[config.mk]
export PLATFORM = sky130hd
export DESIGN_NAME = itx_decode
export DESIGN_NICKNAME = d
export VERILOG_FILES = /design/src/itx_pkg.sv /design/src/itx_decode.sv
export SDC_FILE = /design/constraint.sdc
export NUM_CORES = 1
export LEC_CHECK = 0
export BUFFER_PORTS_ARGS = -buffer_cell sky130_fd_sc_hd__clkbuf_2
export CAP_MARGIN = 15
export CORE_AREA = 3 3 104 106
export DETAILED_ROUTE_END_ITERATION = 8
export DIE_AREA = 0 0 107 109
export PLACE_DENSITY_LB_ADDON = 0.12
export SETUP_SLACK_MARGIN = 0.02
export SLEW_MARGIN = 25
export SYNTH_ARGS = -nofsm -noshare
export SYNTH_HDL_FRONTEND = slang
export SYNTH_SLANG_ARGS = --single-unit
export TNS_END_PERCENT = 100
[constraint.sdc]
create_clock -name vclk -period 6.3
set_clock_uncertainty 0.1 [all_clocks]
set_input_delay 1.89 -clock vclk [all_inputs]
set_output_delay 1.89 -clock vclk [all_outputs]
set_load 0.02 [all_outputs]
[src/itx_pkg.sv]
`default_nettype none

package itx_pkg;

   localparam logic [5:0] OP_ADDI  = 6'd8;
   localparam logic [5:0] OP_ADDIU = 6'd9;
   localparam logic [5:0] OP_SLTI  = 6'd10;
   localparam logic [5:0] OP_SLTIU = 6'd11;
   localparam logic [5:0] OP_ANDI  = 6'd12;
   localparam logic [5:0] OP_ORI   = 6'd13;
   localparam logic [5:0] OP_XORI  = 6'd14;
   localparam logic [5:0] OP_LUI   = 6'd15;
   localparam logic [5:0] OP_LB    = 6'd32;
   localparam logic [5:0] OP_LW    = 6'd35;
   localparam logic [5:0] OP_LBU   = 6'd36;
   localparam logic [5:0] OP_SB    = 6'd40;
   localparam logic [5:0] OP_SW    = 6'd43;

   localparam logic [1:0] STATUS_OK   = 2'd0;
   localparam logic [1:0] STATUS_OVF  = 2'd1;
   localparam logic [1:0] STATUS_ADDR = 2'd2;
   localparam logic [1:0] STATUS_BAD  = 2'd3;

   localparam logic [31:0] UPPER_MASK = 32'hFFFF_0000;

   typedef enum logic [2:0] {
      KIND_ALU,
      KIND_LB,
      KIND_LBU,
      KIND_LW,
      KIND_SB,
      KIND_SW
   } itx_kind_type;

   typedef enum logic {
      ST_IDLE,
      ST_MEM
   } itx_state_type;

   typedef struct packed {
      logic [5:0]  opcode;
      logic [31:0] source_value;
      logic [31:0] target_value;
      logic [15:0] immediate;
   } itx_req_type;

   typedef struct packed {
      logic [31:0] result_value;
      logic        writes_register;
      logic [1:0]  status;
   } itx_rsp_type;

   typedef struct packed {
      itx_kind_type kind;
      logic [31:0]  alu_value;
      logic         alu_write;
      logic [1:0]   status;
      logic [31:0]  addr;
      logic [31:0]  store_data;
   } itx_dec_type;

endpackage

`default_nettype wire

[src/itx_decode.sv]
`default_nettype none

module itx_decode #(
   parameter int MEM_BYTES = 65536
) (
   input  wire itx_pkg::itx_req_type req,
   output itx_pkg::itx_dec_type      dec
);

   import itx_pkg::*;

   logic [31:0] simm;
   logic [31:0] zimm;
   logic [31:0] sum;
   logic        in_range;
   logic        aligned;

   assign simm     = {{16{req.immediate[15]}}, req.immediate};
   assign zimm     = {16'd0, req.immediate};
   assign sum      = req.source_value + simm;
   assign in_range = sum < 32'(MEM_BYTES);
   assign aligned  = sum[1:0] == 2'd0;

   always_comb begin
      dec            = '0;
      dec.kind       = KIND_ALU;
      dec.status     = STATUS_OK;
      dec.addr       = sum;
      dec.store_data = req.target_value;
      unique case (req.opcode) inside
         OP_ADDI: begin
            if ((~(req.source_value[31] ^ simm[31])) & (req.source_value[31] ^ sum[31])) begin
               dec.status = STATUS_OVF;
            end else begin
               dec.alu_value = sum;
               dec.alu_write = 1'b1;
            end
         end
         OP_ADDIU: begin
            dec.alu_value = sum;
            dec.alu_write = 1'b1;
         end
         OP_SLTI: begin
            dec.alu_value = {31'd0, $signed(req.source_value) < $signed(simm)};
            dec.alu_write = 1'b1;
         end
         OP_SLTIU: begin
            dec.alu_value = {31'd0, req.source_value < simm};
            dec.alu_write = 1'b1;
         end
         OP_ANDI: begin
            dec.alu_value = req.source_value & zimm;
            dec.alu_write = 1'b1;
         end
         OP_ORI: begin
            dec.alu_value = req.source_value | zimm;
            dec.alu_write = 1'b1;
         end
         OP_XORI: begin
            dec.alu_value = req.source_value ^ zimm;
            dec.alu_write = 1'b1;
         end
         OP_LUI: begin
            dec.alu_value = {req.immediate, 16'd0} & UPPER_MASK;
            dec.alu_write = 1'b1;
         end
         OP_LB, OP_LBU, OP_SB: begin
            if (!in_range) begin
               dec.status = STATUS_ADDR;
            end else if (req.opcode == OP_LB) begin
               dec.kind = KIND_LB;
            end else if (req.opcode == OP_LBU) begin
               dec.kind = KIND_LBU;
            end else begin
               dec.kind = KIND_SB;
            end
         end
         OP_LW, OP_SW: begin
            if (!in_range || !aligned) begin
               dec.status = STATUS_ADDR;
            end else if (req.opcode == OP_LW) begin
               dec.kind = KIND_LW;
            end else begin
               dec.kind = KIND_SW;
            end
         end
         default: begin
            dec.status = STATUS_BAD;
         end
      endcase
   end

endmodule

`default_nettype wire

# [Yosys cells after proc, flatten, opt, wreduce, memory -nomap -nowiden]
# Cells that the tools add are included.
[totals] ff_bits=0 elab_cells=43
[classes] n_reduce_logical=7 mux=12 magnitude_cmp=3 eq_ne=13 bitwise=7 n_addsub=1
[op_table] cell="$pmux 33 s8" n=1
[op_table] cell="$eq 6x4->1 const B" n=8
[op_table] cell="$mux 33" n=1
[op_table] cell="$add 32x32->32" n=1
[op_table] cell="$and 32x16->32" n=1
[op_table] cell="$lt 32x16->1" n=1
[op_table] cell="$lt 32x17->1 const B" n=1
[op_table] cell="$lt 32x32->1" n=1
[op_table] cell="$or 32x16->32" n=1
[op_table] cell="$xor 32x16->32" n=1
[op_table] cell="$eq 6x6->1 const B" n=5
[op_table] cell="$mux 3" n=5
[op_table] cell="$pmux 2 s4" n=1
[op_table] cell="$reduce_or 7->1" n=1
[op_table] cell="$pmux 3 s2" n=1
[op_table] cell="$mux 2" n=2
[op_table] cell="$reduce_or 3->1" n=1
[op_table] cell="$logic_not 1->1" n=2
[op_table] cell="$logic_not 2->1" n=1
[op_table] cell="$reduce_or 2->1" n=1
[op_table] cell="$xor 1x1->1" n=2
[op_table] cell="$and 1x1->1" n=1
[op_table] cell="$logic_or 1x1->1" n=1
[op_table] cell="$mux 1" n=1
[op_table] cell="$not 1->1" n=1

# [Longest topological paths before layout]
# Gate-level depths: netlist of the first run.
[depth] ltp_word=6 ltp_mapped=14 depth_no_buf=13

# [Worst setup path after synthesis of the first run]
# OpenSTA, ideal clock, no wires.
[synth_timing] path_kind="input -> output" start="input port req[15] in the netlist's numbering" end="output port dec[100] in the netlist's numbering" setup_slack_ns=-0.779 cell_stages=12 n_path_buf=1 required_ns=4.310 arrival_time_ns=5.089 cell_sequence="inv_1 -> ha_1 -> buf_6 -> or4_4 -> nor2_4 -> and2_2 -> nor4_4 -> mux2_1 -> o211ai_2 -> nor4_1 -> nand2_1 -> nor4_1"
[synth_lines] item="from (decl)" line="itx_decode.sv:6" text="input wire itx_pkg::itx_req_type req,"
[synth_lines] item="to (decl)" line="itx_decode.sv:7" text="output itx_pkg::itx_dec_type dec"

==> out/results.ini, run 1 <==
[min_path]
whs_path_depth=0
hold_start=req[28]
hold-path-endpoint=dec[12]
holdCritPathClass=input pin to primary output

[critical_path]
cp-end-kind=primary output
worstPathCellList=buf_8 -> clkinvlp_4 -> clkbuf_16 -> buf_4 -> ha_4 -> inv_2 -> a21o_1 -> nor4b_1 -> nor2_2 -> and4bb_1 -> nor4_4 -> buf_4 -> nor4_4 -> nand2_2 -> nor4_4 -> buf_4
crit_fanout=7
start_kind=input pin
arrival_ns=5.12
critPathMaxStageDelay_ns=0.39
required_ns=4.31
cpMaxStageDelayCell=nor4b_1
critPathKind=input pin to primary output

[global_route]
grt_pass1_vias=6493
grt_pass1_wl_um=32300
overflow=0
antenna_found_initial=1
grt.total_usage=0.347
grt_max_degree=24

[floorplan]
die_w_um=107
die_h_um=109
coreArea_um2=9860
dieArea_um2=11700
num_rows=36
start_util=0.468
ioPinCount=188

[power]
p_total_mw=0.891
leakagePower_nw=3.92
vdd_drop_max_mv=0.0724
p_per_area_nw_per_um2=110

[logic_synthesis]
synth_area_per_cell_um2=7.13
ys_seq_area_frac=0
synth_adder_area_share=0.218
synthCells=648
synth_top_family_by_area=compound AO/OA/AOI/OAI gates
yosysUniqueCellTypes=77
synth_xor_area_frac=0.0303
ys_warn_count=0
synthMuxAreaShare=0.0525
synthSimpleGateAreaFrac=0.256
synth_compound_area_frac=0.296
netlist_area_um2=4620
syn-num-nets=814

[final_layout]
flops_and_latches=0
final_area_um2=8070
final_layout_size_suffix_gt1_frac=0.531
layout.cells.non_filler=1092
clkbuf_count=0
final_common_cell=buf_4
diodes=0
final_cell_mix=buf_4 (241), clkbuf_2 (79), ha_1 (56)
nNetsFinal=1127
seq_area_um2=0
fill_cells=637
syn_to_final_growth_pct=74.7

[routing]
drtIter0Drc=589
ant_nets=0
vias=6592
routed_wl_um=22500
drc_errors=0
routedWlPerCell_um=20.6
avgViaCountPerCell=6.04
first_pass_iters=5

[flow_run]
maxCapViolCount=0

[timing]
setup_viol=43
fmax_mhz=141
slew_headroom=0.462
slew_viol_final=0
fin_crit_sh=1.13
setup_slack_ns=-0.812
worst_pin_slew_ns=0.800
fin_tns_setup_ns=-18.14
post-route-min-period_ns=7.11
hold_violations=0
rsz0062_at_grt=yes

[placed_design]
place_area_um2=6750
dp.cells=1059
hpwl_um=16800
place_congestion=1.02
io_buffers=124

[status]
violations=negative setup slack
outcome=finished with violations

[cts]
holdBufCountCts=0

worst max-delay path, delay by kind of cell:
kind	cells	cell delay, ns
AOI/OAI and AO/OA	1	0.21
adders and majority gates	1	0.30
buffers and inverters	7	1.03
and+or+nand+nor	7	1.69
where the power goes:
group	switching, mW	internal (mW)	total [mW]
registers	0	0	0
logic	0.475	0.416	0.891
clock network	0	0	0
total	0.475	0.416	0.891
Yosys cell counts (4+ instances only):
cell / instances / area share
a21o_1: 5 / 0.0081
nand4_1: 11 / 0.015
nor2_1: 33 / 0.027
a22oi_1: 6 / 0.0098
nand2_1: 32 / 0.026
buf_4: 33 / 0.054
o21ai_0: 20 / 0.022
o211ai_1: 11 / 0.018
buf_6: 4 / 0.0098
a221o_1: 11 / 0.024
a22o_1: 15 / 0.028
clkbuf_1: 13 / 0.011
a21oi_1: 43 / 0.047
a211oi_1: 4 / 0.0065
xnor2_1: 11 / 0.021
and3_1: 9 / 0.012
nor4_1: 18 / 0.024
nand2b_1: 10 / 0.014
and2_1: 8 / 0.011
nor2b_1: 9 / 0.012
nand3_1: 9 / 0.0098
ha_1: 79 / 0.21
o21bai_1: 5 / 0.0081
a31oi_1: 4 / 0.0054
o31ai_1: 6 / 0.0098
xor2_1: 5 / 0.0095
o22ai_1: 16 / 0.022
or4_1: 4 / 0.0065
nor3_1: 33 / 0.036
or3_1: 4 / 0.0054
buf_2: 16 / 0.017
inv_1: 62 / 0.050
mux2i_1: 22 / 0.048
area by class of cell:
class	instances	area, um2	share of cell area
inverter	65	248	0.0307
timing repair buffer	379	2950	0.365
multi-input combinational	515	4710	0.583
tap	133	166	0.0206
stage by stage:
stage / setup WS [ns] / utilization / hold WS, ns
final: -0.812 / 0.818 / 3.68
after global routing: -0.954 / 0.818 / 3.68
after CTS: -0.537 / 0.755 / 3.68
after detailed placement: -0.685 / 0.685 / 3.68
after global placement: -0.656 / 0.685 / 3.68
after floorplan: -0.461 / - / 3.72
what timing repair did:
item | CTS | global route
gates resized for setup | 118 | 138
cloned | 2 | 1
endpoints found under the setup margin | 46 | 47
pin swaps | 19 | 67
setup buffers | 9 | 29
per-layer routing:
layer | vias to the layer above | GRT usage | part of all wire
li1 | 2998 | - | -
met5 | - | 0 | 0.00058
met1 | 3088 | 0.412 | 0.37
met3 | 110 | 0.0509 | 0.085
met4 | 2 | 0.136 | 0.053
met2 | 394 | 0.628 | 0.49
kinds of logic after synthesis:
logic type,count (synthesis)
and+or+nand+nor,205
xor gates and xnor gates,16
AOI/OAI and AO/OA,189
adders and majority gates,80
buffers and inverters,134
muxes,24
how the worst max path moves through the flow:
stage | from | endpoint
global placement | req[15] | dec[71]
finish | req[15] | dec[100]
global route | req[15] | dec[100]
floorplan | req[15] | dec[100]
detailed placement | req[15] | dec[100]
CTS | req[15] | dec[65]
(Power assumes the default switching activity.)
==> inputs of run 2 (changes only) <==
--- a/config.mk
+++ b/config.mk
@@ -7,11 +7,11 @@
 export LEC_CHECK = 0
 export BUFFER_PORTS_ARGS = -buffer_cell sky130_fd_sc_hd__clkbuf_2
 export CAP_MARGIN = 15
-export CORE_AREA = 3 3 104 106
+export CORE_AREA = 3 3 119 121
 export DETAILED_ROUTE_END_ITERATION = 8
-export DIE_AREA = 0 0 107 109
+export DIE_AREA = 0 0 122 124
 export PLACE_DENSITY_LB_ADDON = 0.12
-export SETUP_SLACK_MARGIN = 0.02
+export SETUP_SLACK_MARGIN = 0.15
 export SLEW_MARGIN = 25
 export SYNTH_ARGS = -nofsm -noshare
 export SYNTH_HDL_FRONTEND = slang
==> out/results.ini, run 2 (synthesized netlist as in run 1, its figures left out) <==
[placed_design]
hpwl_um=17500
dp_slack_ns=-0.961
dp.cells=1114
place_congestion=0.981
io_buffers=124

[timing]
post-route-min-period_ns=6.91
fin_crit_sh=1.10
worst_pin_slew_ns=0.751
slew_viol_final=0
hold_violations=0
fmax_mhz=145
rsz0062_at_grt=yes
setup_viol=44
whs_ns=3.68
slew_headroom=0.499
setup_slack_ns=-0.612

[floorplan]
ioPinCount=188
die_h_um=124
coreArea_um2=13200
dieArea_um2=15100
die_w_um=122
num_rows=42
start_util=0.350

[global_route]
overflow=0
grt_pass1_vias=6244
antenna_found_initial=0
grt.total_usage=0.266
grt_pass1_wl_um=32300
grt_max_degree=22

[final_layout]
layout.cells.non_filler=1152
multi_input_area_um2=4710
nNetsFinal=1144
diodes=0
final_layout_size_suffix_gt1_frac=0.551
fill_cells=1198
postLayoutCoreUtil=0.632
flops_and_latches=0
syn_to_final_growth_pct=80.5
final_common_cell=buf_4
seq_area_um2=0
final_cell_mix=buf_4 (253), clkbuf_2 (68), ha_1 (59), buf_6 (59), inv_1 (53)
clkbuf_count=0

[critical_path]
start_kind=input pin
critPathKind=input pin to primary output
crit_fanout=9
required_ns=4.31
cp-end-kind=primary output
arrival_ns=4.92

[status]
outcome=finished with violations
violations=negative setup slack

[power]
leakagePower_nw=4.03
vdd_drop_max_mv=0.0690
p_per_area_nw_per_um2=110
p_total_mw=0.915

[flow_run]
maxCapViolCount=0

[routing]
drtIter0Drc=406
routed_wl_um=21500
drc_errors=0
avgViaCountPerCell=5.46
routedWlPerCell_um=18.7
ant_nets=0
first_pass_iters=5
vias=6291

[min_path]
holdCritPathClass=input pin to primary output

## run 2: cell count changes in the layout (fill, tap and decap cells not counted), sizes merged
cell / before / now
nor2b: 11 / 10
buf: 283 / 325
clkbuf: 96 / 72
## run 2: per-stage QoR
stage	area, um2	setup TNS, ns
4_1_cts	7570	-18.43
5_1_grt	8340	-26.25
3_3_place_gp	6940	-25.63
6_report	8340	-19.67
2_1_floorplan	4750	-6.39
3_5_place_dp	6940	-28.82
## run 2: worst paths after layout
| check | cells past startpoint | startpoint | endpoint |
|---|---|---|---|
| max | 14 | req[15] | dec[65] |
| min | 0 | req[27] | dec[11] |
## run 2: where the power goes
part | internal [mW] | leakage (nW) | switching [mW] | total, mW
Combinational | 0.446 | 4.03 | 0.468 | 0.915
Sequential | 0 | 0 | 0 | 0
Clock | 0 | 0 | 0 | 0
Total | 0.446 | 4.03 | 0.468 | 0.915
## run 2: routing by layer
metal  global-route usage  routed length [um]  vias up
li1                     -                   -     3015
met1                0.335                9080     3020
met2                0.474               10600      208
met3               0.0304                1190       48
met4               0.0812                 707        0
met5                    0                   0        -
## run 2: final cells by class
type,instances,share of cell area
Inverter,65,0.0300
Multi-Input combinational cell,514,0.565
Timing Repair Buffer,397,0.379
Tap cell,176,0.0264
## run 2: what timing repair did
| item | CTS | global route |
|---|---|---|
| gates resized for setup | 105 | 211 |
| setup endpoints to repair | 54 | 57 |
| setup buffers | 18 | 18 |
| pin swaps | 25 | 59 |
| cloned | 1 | 1 |
| hold buffers | 0 | 0 |
## run 2: critical path, stage by stage
cell	delay [ns]
buf_8	0.08
clkinvlp_4	0.10
buf_12	0.17
ha_4	0.32
nor2b_1	0.07
a211o_1	0.30
nor2b_4	0.15
nor4_4	0.44
and4bb_1	0.31
nor4_4	0.07
or4_4	0.55
nor4_4	0.21
nor2_1	0.08
buf_4	0.16
